===== config.mk =====
export PLATFORM = sky130hd
export DESIGN_NAME = grid_cell_latency_stats_core
export DESIGN_NICKNAME = d
export VERILOG_FILES = /design/src/sv/gcls_pkg.sv /design/src/sv/grid_cell_latency_stats_core.sv /design/src/sv/gcls_front.sv /design/src/sv/gcls_div.sv /design/src/sv/gcls_back.sv
export SDC_FILE = /design/constraint.sdc
export NUM_CORES = 2
export LEC_CHECK = 0
export ABC_CLOCK_PERIOD_IN_PS = 20900
export BUFFER_PORTS_ARGS = -buffer_cell sky130_fd_sc_hd__buf_4
export CAP_MARGIN = 25
export CORE_UTILIZATION = 55
export CTS_CLUSTER_DIAMETER = 200
export DETAILED_ROUTE_END_ITERATION = 16
export PLACE_DENSITY = 0.72
export SETUP_SLACK_MARGIN = 0.5
export SYNTH_ARGS = -nofsm -noshare
export SYNTH_HDL_FRONTEND = slang
export SYNTH_HIERARCHICAL = 1
export SYNTH_SLANG_ARGS = --single-unit

===== constraint.sdc =====
create_clock -name clk -period 20.9 [get_ports clk]
set_input_delay 3.135 -clock clk [delete_from_list [all_inputs] [get_ports clk]]
set_output_delay 3.135 -clock clk [all_outputs]
set_load 0.02 [all_outputs]

===== src/sv/gcls_pkg.sv =====
// Package for grid cell latency statistics: sizes, item types, shared types.
// Used by gcls_front, gcls_back and grid_cell_latency_stats_core.
package gcls_pkg;
  localparam int ScreenWidth  = 1024;
  localparam int ScreenHeight = 600;
  localparam int Cells        = 9;
  localparam logic [15:0] Max16 = 16'hFFFF;

  // classified item passed from front to back
  typedef struct packed {
    logic        clear_stats;
    logic [3:0]  grid_bin;
    logic [15:0] rt;
  } cmd_t;

  typedef struct packed {
    logic [3:0]  hit_cell;
    logic [15:0] cell_hits;
    logic [15:0] cell_mean_ms;
    logic [15:0] cell_fastest_ms;
    logic [15:0] cell_slowest_ms;
    logic [15:0] all_hits;
    logic [15:0] all_mean_ms;
    logic [15:0] all_fastest_ms;
    logic [15:0] all_slowest_ms;
    logic        weak_found;
    logic [3:0]  weak_cell;
    logic [15:0] weak_mean_ms;
  } result_t;

  // grid coordinate of one clamped axis: (c*3)/size compared as c*3 >= k*size
  function automatic logic [1:0] grid_axis(input logic signed [15:0] pos,
                                           input logic [12:0] size);
    logic [12:0] c;
    logic [14:0] c3;
    begin
      if (pos[15]) c = '0;
      else if ({1'b0, pos} >= {4'b0, size}) c = size - 13'd1;
      else c = pos[12:0];
      c3 = {c, 1'b0} + {2'b0, c};
      if (c3 >= {size, 1'b0}) grid_axis = 2'd2;
      else if (c3 >= {2'b0, size}) grid_axis = 2'd1;
      else grid_axis = 2'd0;
    end
  endfunction
endpackage


===== src/sv/grid_cell_latency_stats_core.sv =====
// Grid cell latency statistics top level. Each item passes the front queue, then
// eleven passes of the bit-serial divider (cell mean, total mean, nine cell
// means), then sequencing and output. A new item enters the back part only after
// the last result is accepted; the front queue takes two items ahead.
// Synchronous active-high reset clears all statistics to empty values.
// Depends on gcls_pkg, gcls_front, gcls_back.
module grid_cell_latency_stats_core (
  input  logic         clk,
  input  logic         rst,
  input  logic         s_tvalid,
  output logic         s_tready,
  input  logic [47:0]  s_tdata,  // x_position, y_position, latency
  input  logic         s_tuser,  // clear_stats
  output logic         m_tvalid,
  input  logic         m_tready,
  // hit_cell, cell_hits, cell_mean_ms, cell_fastest_ms, cell_slowest_ms,
  // all_hits, all_mean_ms, all_fastest_ms, all_slowest_ms, weak_found,
  // weak_cell, weak_mean_ms
  output logic [167:0] m_tdata
);
  logic q_valid, q_ready;
  gcls_pkg::cmd_t q_cmd;
  gcls_pkg::result_t r;
  logic m_valid_i;
  logic out_seen;

  gcls_front u_front (.clk, .rst, .s_valid(s_tvalid), .s_ready(s_tready),
    .in_clear(s_tuser), .in_x(s_tdata[15:0]), .in_y(s_tdata[31:16]),
    .in_rt(s_tdata[47:32]), .q_valid, .q_ready, .q_cmd);

  gcls_back u_back (.clk, .rst, .q_valid, .q_ready, .q_cmd,
    .r_valid(m_valid_i), .r_ready(m_tready && out_seen), .r_data(r));

  // S_OUT registers the weak fields, so valid is held back to the cycle after S_OUT begins
  always_ff @(posedge clk) begin
    if (rst) out_seen <= 1'b0;
    else out_seen <= m_valid_i && !(m_tvalid && m_tready);
  end
  assign m_tvalid = m_valid_i && out_seen;

  assign m_tdata = {15'b0, r.weak_mean_ms, r.weak_cell, r.weak_found,
    r.all_slowest_ms, r.all_fastest_ms, r.all_mean_ms, r.all_hits,
    r.cell_slowest_ms, r.cell_fastest_ms, r.cell_mean_ms, r.cell_hits,
    r.hit_cell};
endmodule


===== src/sv/gcls_front.sv =====
// Front part: accepts input items, bins the coordinate and fixes up latency.
// Depends on gcls_pkg. Feeds a two-entry queue toward the back part.
module gcls_front (
  input  logic           clk,
  input  logic           rst,
  input  logic           s_valid,
  output logic           s_ready,
  input  logic           in_clear,
  input  logic [15:0]    in_x,
  input  logic [15:0]    in_y,
  input  logic [15:0]    in_rt,
  output logic           q_valid,
  input  logic           q_ready,
  output gcls_pkg::cmd_t q_cmd
);
  gcls_pkg::cmd_t mem [2];
  logic rd_ptr, wr_ptr;
  logic [1:0] fill;
  gcls_pkg::cmd_t cmd;
  logic [1:0] gx, gy;
  logic push, pop;

  // classification
  always_comb begin
    gx = gcls_pkg::grid_axis(in_x, 13'(gcls_pkg::ScreenWidth));
    gy = gcls_pkg::grid_axis(in_y, 13'(gcls_pkg::ScreenHeight));
    cmd.clear_stats = in_clear;
    cmd.grid_bin = in_clear ? 4'd0 : ({2'b0, gy} + {gy, 2'b0} - {2'b0, gy} - {2'b0, gy}
                                      + {2'b0, gx});
    cmd.rt = (in_rt == 16'd0) ? 16'd1 : in_rt;
  end

  assign s_ready = (fill != 2'd2);
  assign q_valid = (fill != 2'd0);
  assign q_cmd   = mem[rd_ptr];
  assign push    = s_valid && s_ready;
  assign pop     = q_valid && q_ready;

  // queue storage
  always_ff @(posedge clk) begin
    if (push) mem[wr_ptr] <= cmd;
  end

  // queue control
  always_ff @(posedge clk) begin
    if (rst) begin
      rd_ptr <= 1'b0;
      wr_ptr <= 1'b0;
      fill <= 2'd0;
    end else begin
      if (push) wr_ptr <= ~wr_ptr;
      if (pop) rd_ptr <= ~rd_ptr;
      fill <= fill + {1'b0, push} - {1'b0, pop};
    end
  end
endmodule


===== src/sv/gcls_div.sv =====
// Restoring divider, one quotient bit a cycle: 32-bit sum over 16-bit count.
// Self-contained; quotient truncated to 16 bits, zero when count is zero.
module gcls_div (
  input  logic        clk,
  input  logic        rst,
  input  logic        start,
  input  logic [31:0] num,
  input  logic [15:0] den,
  output logic        done,
  output logic [15:0] quo
);
  logic [31:0] q;
  logic [15:0] rem;
  logic [5:0]  cnt;
  logic        busy;
  logic [16:0] trial;
  logic [15:0] d;

  assign trial = {rem, q[31]} - {1'b0, d};
  assign quo   = (d == 16'd0) ? 16'd0 : q[15:0];

  // shift-subtract iteration
  always_ff @(posedge clk) begin
    if (rst) begin
      busy <= 1'b0;
      done <= 1'b0;
      cnt <= '0;
    end else begin
      done <= 1'b0;
      if (start) begin
        busy <= 1'b1;
        cnt <= 6'd32;
        q <= num;
        d <= den;
        rem <= '0;
      end else if (busy) begin
        if (!trial[16]) begin
          rem <= trial[15:0];
          q <= {q[30:0], 1'b1};
        end else begin
          rem <= {rem[14:0], q[31]};
          q <= {q[30:0], 1'b0};
        end
        cnt <= cnt - 6'd1;
        if (cnt == 6'd1) begin
          busy <= 1'b0;
          done <= 1'b1;
        end
      end
    end
  end
endmodule


===== src/sv/gcls_back.sv =====
// Back part: updates per-cell and total statistics, then rescans the cells
// for the weakest mean with one shared divider. Depends on gcls_pkg, gcls_div.
module gcls_back (
  input  logic              clk,
  input  logic              rst,
  input  logic              q_valid,
  output logic              q_ready,
  input  gcls_pkg::cmd_t    q_cmd,
  output logic              r_valid,
  input  logic              r_ready,
  output gcls_pkg::result_t r_data
);
  typedef enum logic [2:0] {S_IDLE, S_UPD, S_CELL, S_ALL, S_SCAN, S_OUT} state_t;
  state_t state;

  logic [15:0] cnt [gcls_pkg::Cells];
  logic [31:0] sum [gcls_pkg::Cells];
  logic [15:0] mn  [gcls_pkg::Cells];
  logic [15:0] mx  [gcls_pkg::Cells];
  logic [15:0] tcnt, gmin, gmax;
  logic [31:0] tsum;
  gcls_pkg::cmd_t cur;
  logic [3:0] idx;
  logic       wv;
  logic [3:0] wi;
  logic [15:0] wm;

  logic        d_start, d_done;
  logic [31:0] d_num;
  logic [15:0] d_den, d_quo;

  gcls_div u_div (.clk, .rst, .start(d_start), .num(d_num), .den(d_den),
                  .done(d_done), .quo(d_quo));

  assign q_ready = (state == S_IDLE);
  assign r_valid = (state == S_OUT);

  // divider operand select
  always_comb begin
    d_start = 1'b0;
    d_num = sum[cur.grid_bin];
    d_den = cnt[cur.grid_bin];
    unique case (state)
      S_UPD: d_start = 1'b1;
      S_CELL: begin
        d_num = tsum;
        d_den = tcnt;
        d_start = d_done;
      end
      S_ALL: begin
        d_num = sum[0];
        d_den = cnt[0];
        d_start = d_done;
      end
      S_SCAN: begin
        d_num = sum[idx + 4'd1];
        d_den = cnt[idx + 4'd1];
        d_start = d_done && (idx != 4'd8);
      end
      default: ;
    endcase
  end

  // sequencer and statistics
  always_ff @(posedge clk) begin
    if (rst) begin
      state <= S_IDLE;
      for (int i = 0; i < gcls_pkg::Cells; i++) begin
        cnt[i] <= '0; sum[i] <= '0; mn[i] <= gcls_pkg::Max16; mx[i] <= '0;
      end
      tcnt <= '0; tsum <= '0; gmin <= gcls_pkg::Max16; gmax <= '0;
    end else begin
      unique case (state)
        S_IDLE: if (q_valid) begin
          cur <= q_cmd;
          if (q_cmd.clear_stats) begin
            for (int i = 0; i < gcls_pkg::Cells; i++) begin
              cnt[i] <= '0; sum[i] <= '0; mn[i] <= gcls_pkg::Max16; mx[i] <= '0;
            end
            tcnt <= '0; tsum <= '0; gmin <= gcls_pkg::Max16; gmax <= '0;
          end else begin
            if (cnt[q_cmd.grid_bin] != gcls_pkg::Max16) begin
              cnt[q_cmd.grid_bin] <= cnt[q_cmd.grid_bin] + 16'd1;
              sum[q_cmd.grid_bin] <= sum[q_cmd.grid_bin] + {16'b0, q_cmd.rt};
            end
            if (q_cmd.rt < mn[q_cmd.grid_bin]) mn[q_cmd.grid_bin] <= q_cmd.rt;
            if (q_cmd.rt > mx[q_cmd.grid_bin]) mx[q_cmd.grid_bin] <= q_cmd.rt;
            if (tcnt != gcls_pkg::Max16) begin
              tcnt <= tcnt + 16'd1;
              tsum <= tsum + {16'b0, q_cmd.rt};
            end
            if (q_cmd.rt < gmin) gmin <= q_cmd.rt;
            if (q_cmd.rt > gmax) gmax <= q_cmd.rt;
          end
          state <= S_UPD;
        end
        S_UPD: begin
          state <= S_CELL;
          r_data.hit_cell <= cur.grid_bin;
          r_data.cell_hits <= cnt[cur.grid_bin];
          r_data.cell_fastest_ms <= mn[cur.grid_bin];
          r_data.cell_slowest_ms <= mx[cur.grid_bin];
          r_data.all_hits <= tcnt;
          r_data.all_fastest_ms <= gmin;
          r_data.all_slowest_ms <= gmax;
        end
        S_CELL: if (d_done) begin
          r_data.cell_mean_ms <= d_quo;
          state <= S_ALL;
        end
        S_ALL: if (d_done) begin
          r_data.all_mean_ms <= d_quo;
          idx <= '0;
          wv <= 1'b0; wi <= '0; wm <= '0;
          state <= S_SCAN;
        end
        S_SCAN: if (d_done) begin
          if (cnt[idx] != 16'd0 && (!wv || d_quo > wm)) begin
            wv <= 1'b1; wi <= idx; wm <= d_quo;
          end
          if (idx == 4'd8) state <= S_OUT;
          else idx <= idx + 4'd1;
        end
        S_OUT: begin
          r_data.weak_found <= wv;
          r_data.weak_cell <= wi;
          r_data.weak_mean_ms <= wm;
          if (r_ready) state <= S_IDLE;
        end
        default: state <= S_IDLE;
      endcase
    end
  end
endmodule


# Word-level counts from Yosys, hierarchy flattened
# Memories as Yosys holds them, arrays and structs flattened. A register that Yosys moved wholly into a read port is not among the register bits.
# Cells that the tools add are included.
[totals]
reg_bits = 310
ram_bits = 762
out_inout_bits = 170
memories = 5
[memory_table]
columns = ["memory", "words", "width", "read_ports", "rd_ports_with_merged_regs", "wr", "line_no", "text"]
rows = [
  ["u_back.sum", 9, 32, 4, 1, 9, "gcls_back.sv:17", "logic [31:0] sum [gcls_pkg::Cells];"],
  ["u_back.cnt", 9, 16, 5, 2, 9, "gcls_back.sv:16", "logic [15:0] cnt [gcls_pkg::Cells];"],
  ["u_back.mn", 9, 16, 2, 1, 9, "gcls_back.sv:18", "logic [15:0] mn [gcls_pkg::Cells];"],
  ["u_back.mx", 9, 16, 2, 1, 9, "gcls_back.sv:19", "logic [15:0] mx [gcls_pkg::Cells];"],
  ["u_front.mem", 2, 21, 1, 1, 1, "gcls_front.sv:16", "gcls_pkg::cmd_t mem [2];"],
]
[op_classes]
n_addsub = 15
order_cmp = 11
n_eq_ne = 19
mux = 135
bitwise = 40
reduce_logical = 41
[op_table]
columns = ["cell", "count"]
rows = [
  ["16-bit 2-to-1 mux", 43],
  ["32-bit 2-to-1 mux", 14],
  ["32-bit one-hot mux with 3 select lines", 1],
  ["32-bit by 16-bit adder with 32-bit output", 2],
  ["13-bit 2-to-1 mux", 4],
  ["4-bit 2-to-1 mux", 13],
  ["16-bit greater-than comparator", 3],
  ["16-bit one-hot mux with 3 select lines", 1],
  ["16-bit OR reduction", 3],
  ["1-bit 2-to-1 mux", 43],
  ["1-bit OR", 36],
  ["16-bit by 1-bit adder with 16-bit output (second input constant)", 2],
  ["16-bit zero test", 2],
  ["16-bit < comparator", 2],
  ["16-bit != test (second input constant)", 2],
  ["16-bit one-hot mux with 2 select lines", 1],
  ["32-bit OR reduction", 1],
  ["14-bit by 13-bit adder with 15-bit output", 2],
  ["15-bit by 11-bit >= comparator with 1-bit output (second input constant)", 2],
  ["3-bit 2-to-1 mux", 6],
  ["3-bit one-hot mux with 6 select lines", 1],
  ["3-bit AND reduction", 6],
  ["17-bit by 16-bit subtractor with 17-bit output", 1],
  ["16-bit by 10-bit >= comparator with 1-bit output (second input constant)", 1],
  ["35 further kinds", 69],
]

# Longest topological paths before layout
[depth]
word_depth = 12
depth_mapped = 26

# Modules after synthesis
# Netlist, hierarchy kept.
[modules_own_cells]
columns = ["mod", "n_inst", "cells_per_inst", "area_per_inst_um2", "seq_area_each_um2"]
rows = [
  ["gcls_back", 1, 5158, 83144.7, 45723.9],
  ["gcls_div", 1, 336, 4003.8, 2082.0],
  ["gcls_front", 1, 318, 3245.6, 1361.3],
  ["grid_cell_latency_stats_core", 1, 20, 163.9, 20.0],
]

# Worst setup path after synthesis
# No wires, ideal clock.
[synth_path]
kind = "input port to flip-flop"
from = "in rst"
to = "reg u_back/r_data[100] (netlist name)"
arrival_ps = 10602
t_required_ps = 20198
setup_slack_ps = 9596
stages = 2
n_path_buf = 1
cell_sequence = "clkbuf_1 nor3b_1"
[synth_between]
elab_chain_len = 2
[synth_lines]
columns = ["element", "line_no", "text"]
rows = [
  ["from (decl)", "grid_cell_latency_stats_core.sv:9", "input logic rst,"],
  ["1-bit inverter (no source line)", "--", ""],
  ["2-bit AND reduction (no source line)", "--", ""],
]
# Every way passes these cells.
# A chain may end at the register's enable or synchronous reset.

==> flow_summary.ini <==
[drt]
drt_first_iter_violations = 8413
drt-total-wl_mm = 275.5
wire_per_inst_um = 33.26
vias = 59090
drc_errors = 0
firstDrtPassIters = 7
viasPerCell = 7.134
ant_nets = 0

[die]
rows = 148
core_area_um2 = 163100
die_x_um = 407.8
initial_core_util_pct = 55.51
boundaryPins = 223
dieArea_um2 = 166300
die_h_um = 407.8

[worst_setup_path]
slowest_stage = buf_4
r2r-end = u_back/sum[4][5]
critPathLaunchType = register
path_buf_inv = 5
required_ns = 21.20
r2r_slack_ns = 13.06
worstPathArrival_ns = 8.13
cpMostUsedCell = buf_4
slowest_delay_ns = 0.82
end_kind = register
crit_chain = buf_4 > mux2_8 > buf_12 > buf_4 > buf_4 > mux4_2 > a22oi_1 > nand2_1 > ha_1 > and3_1 > a31o_4 > or2_2 > buf_4 > nand2_4
rr_worst_depth = 14
critical_path_class = reg2reg
cp_max_fo = 113
cpLargestDelayFamily = buffers and inverters

[synthesis]
yosysUniqueCellTypes = 108
synth_async_sr_flop_share_pct = 0
synth_area_um2 = 90560
synth_most_common_cell = edfxtp_1
ys_seq_area_share_pct = 54.32
synth_common_cells = edfxtp_1 (1568), mux4_2 (981), nor2_1 (600), clkbuf_1 (288), nand2_1 (222)
synthFlopType = edfxtp_1
synth_edf_count = 1568
yosys_register_bits = 1673
syn_inst = 5832
synth_top_area_cell = edfxtp_1
synthTopCellsByArea = edfxtp_1 (52%), mux4_2 (24%), nor2_1 (2.5%)
synth_top_area_share_pct = 51.99
ys_warn_count = 6
syn_area_per_cell_um2 = 15.53

[pwr]
leakagePower_nw = 34.02
p_per_area_nw_per_um2 = 126.8
peakVddDrop_uv = 128.8
p_total_w = 0.01273

[global_route]
grt_overflow = 0
grt_util_met1_pct = 44.12
grt-busiest-layer = met2
use_met2_pct = 50.87
grt_max_degree = 114
grt_pass1_vias = 57990
gr-usage-met3_pct = 10.09
grt_use_total_pct = 33.13
grt_pass1_wl_mm = 400.2
antenna_found_initial = 8

[timing]
setup_viol = 0
fmax_mhz = 127.6
hold_viol = 0
tightest_slew_ns = 1.169
slew_headroom_pct = 20.05
fin_crit_sh_pct = 37.49
finalCriticalPeriod_ns = 7.836
drv_slew = 0
clock_skew_ns = 0.03444
rsz0062_at_grt = false
tns_ns = 0

[run]
cap_viol_max_count = 0

[place]
place.gp.congestion = 0.9905
numPlacedInstances = 7939
port_buffers = 207
dp_hpwl_mm = 175.9

[cells_and_area]
nets = 6165
layout-drive-gt1-share_pct = 32.10
stdcell_count = 8283
syn2layout_area_growth_pct = 10.89
nFillCells = 11760

[cts]
holdBufCountCts = 0
cts-root-buf = clkbuf_16
cts.sinks = 1673
ctsResizeCount = 0
cts_setup_buffers = 0
clk_pin_slew_ns = 0.06
clk_latency_ns = 0.83
tritoncts = done
clk_path_buf_depth = 3
cts_buffers = 174
htreeDepth = 4

[status]
status = finished, final reports clean

[worst_hold_path]
hold_end = u_back/r_data[19]
hold_depth = 0
hold_start = u_back/wi[3]
hp-class = reg2reg
[placed cells by master (no fill, tap or decap), drive strengths merged, types with 41 or more instances in the layout]
| cell | netlist | final |
|---|---|---|
| edfxtp | 1568 | 1568 |
| mux4 | 995 | 995 |
| nor2 | 610 | 610 |
| buf | 179 | 381 |
| nand2 | 226 | 226 |
| clkbuf | 290 | 222 |
| inv | 174 | 183 |
| a21oi | 178 | 178 |
| and2 | 175 | 175 |
| ha | 157 | 157 |
| or2 | 135 | 135 |
| dfxtp | 105 | 105 |
| clkinv | 4 | 76 |
| o21ai | 74 | 74 |
| nor3 | 72 | 72 |
| nor4 | 72 | 72 |
| a22oi | 62 | 62 |
| nand3 | 61 | 61 |
| xor2 | 60 | 60 |
| mux2 | 57 | 57 |
| mux2i | 51 | 51 |
| xnor2 | 51 | 51 |
| a21o | 41 | 41 |
| nand4 | 41 | 41 |
[per-stage QoR]
step	hold WS, ns	setup slack (ns)	cell area [µm²]	utilization (%)
after global placement	0.4052	13.37	94300	57.80
after global routing	0.4142	12.98	100400	61.55
after floorplan	0.4003	9.596	90670	-
after detailed placement	0.4065	13.26	94400	57.86
final	0.4078	13.06	100400	61.56
after CTS	0.4035	13.23	100200	61.43
[worst max path at each step]
stage,slack (ns),from,cells after the start,end
2_1_floorplan,9.60,rst,2,u_back/r_data[100]
3_5_place_dp,13.26,register,13,u_back/cnt[8][11]
6_report,13.06,register,14,u_back/sum[4][5]
5_1_grt,12.98,register,14,u_back/sum[4][5]
3_3_place_gp,13.37,register,13,u_back/cnt[8][6]
4_1_cts,13.23,register,13,u_back/cnt[8][9]
[final cells by class]
type                            instances  area, µm²  area share [%]
Sequential cell                      1673      49210           49.00
Clock inverter                        106       1101           1.096
Multi-Input combinational cell       3542      38920           38.76
Timing Repair Buffer                  381       3070           3.058
Clock buffer                          222       4721           4.701
Tap cell                             2175       2721           2.710
Antenna cell                            6      15.01         0.01495
Inverter                              178      668.1          0.6653
[worst reg2reg max path: cells and delay by family, from the launching register on]
family	cells	cell delay, ns
compound gates	2	0.48
fa+ha+maj	1	0.47
buf+inv	5	3.29
flops	1	0.31
mux	2	1.08
simple gates	4	1.68
[kinds of logic after synthesis]
kind of cell	share of synthesized area [%]
AND/OR/NAND/NOR	8.345
buffers and inverters	3.234
adder cells (fa/ha/maj)	2.280
other	0.01243
multiplexers	26.07
AO/OA/AOI/OAI	4.508
XOR/XNOR	1.231
flip-flops	54.32
[per-layer routing]
metal	share of wire, %	up-vias
met2	46	4398
met3	13	759
li1	-	23610
met4	4.8	14
met1	35	30320
met5	0.037	-
[sequential cells by signal, indices dropped and copies added (netlist names), 32 cells and up, named ones only]
name and flops:
u_back/u_div/q 32, u_back/r_data 153, u_back/mn 256, u_back/mx 256, u_front/mem 42, u_back/tsum 32
u_back/cnt 256, u_back/sum 512
[where the power goes]
part | leakage, nW | switching [W] | total [W] | internal, W
clock | 2.85 | 0.00135 | 0.00318 | 0.00183
sequential | 15.5 | 0.000325 | 0.00476 | 0.00443
combinational | 15.6 | 0.00297 | 0.00480 | 0.00182
No activity file was read; power rests on OpenSTA's default activity.
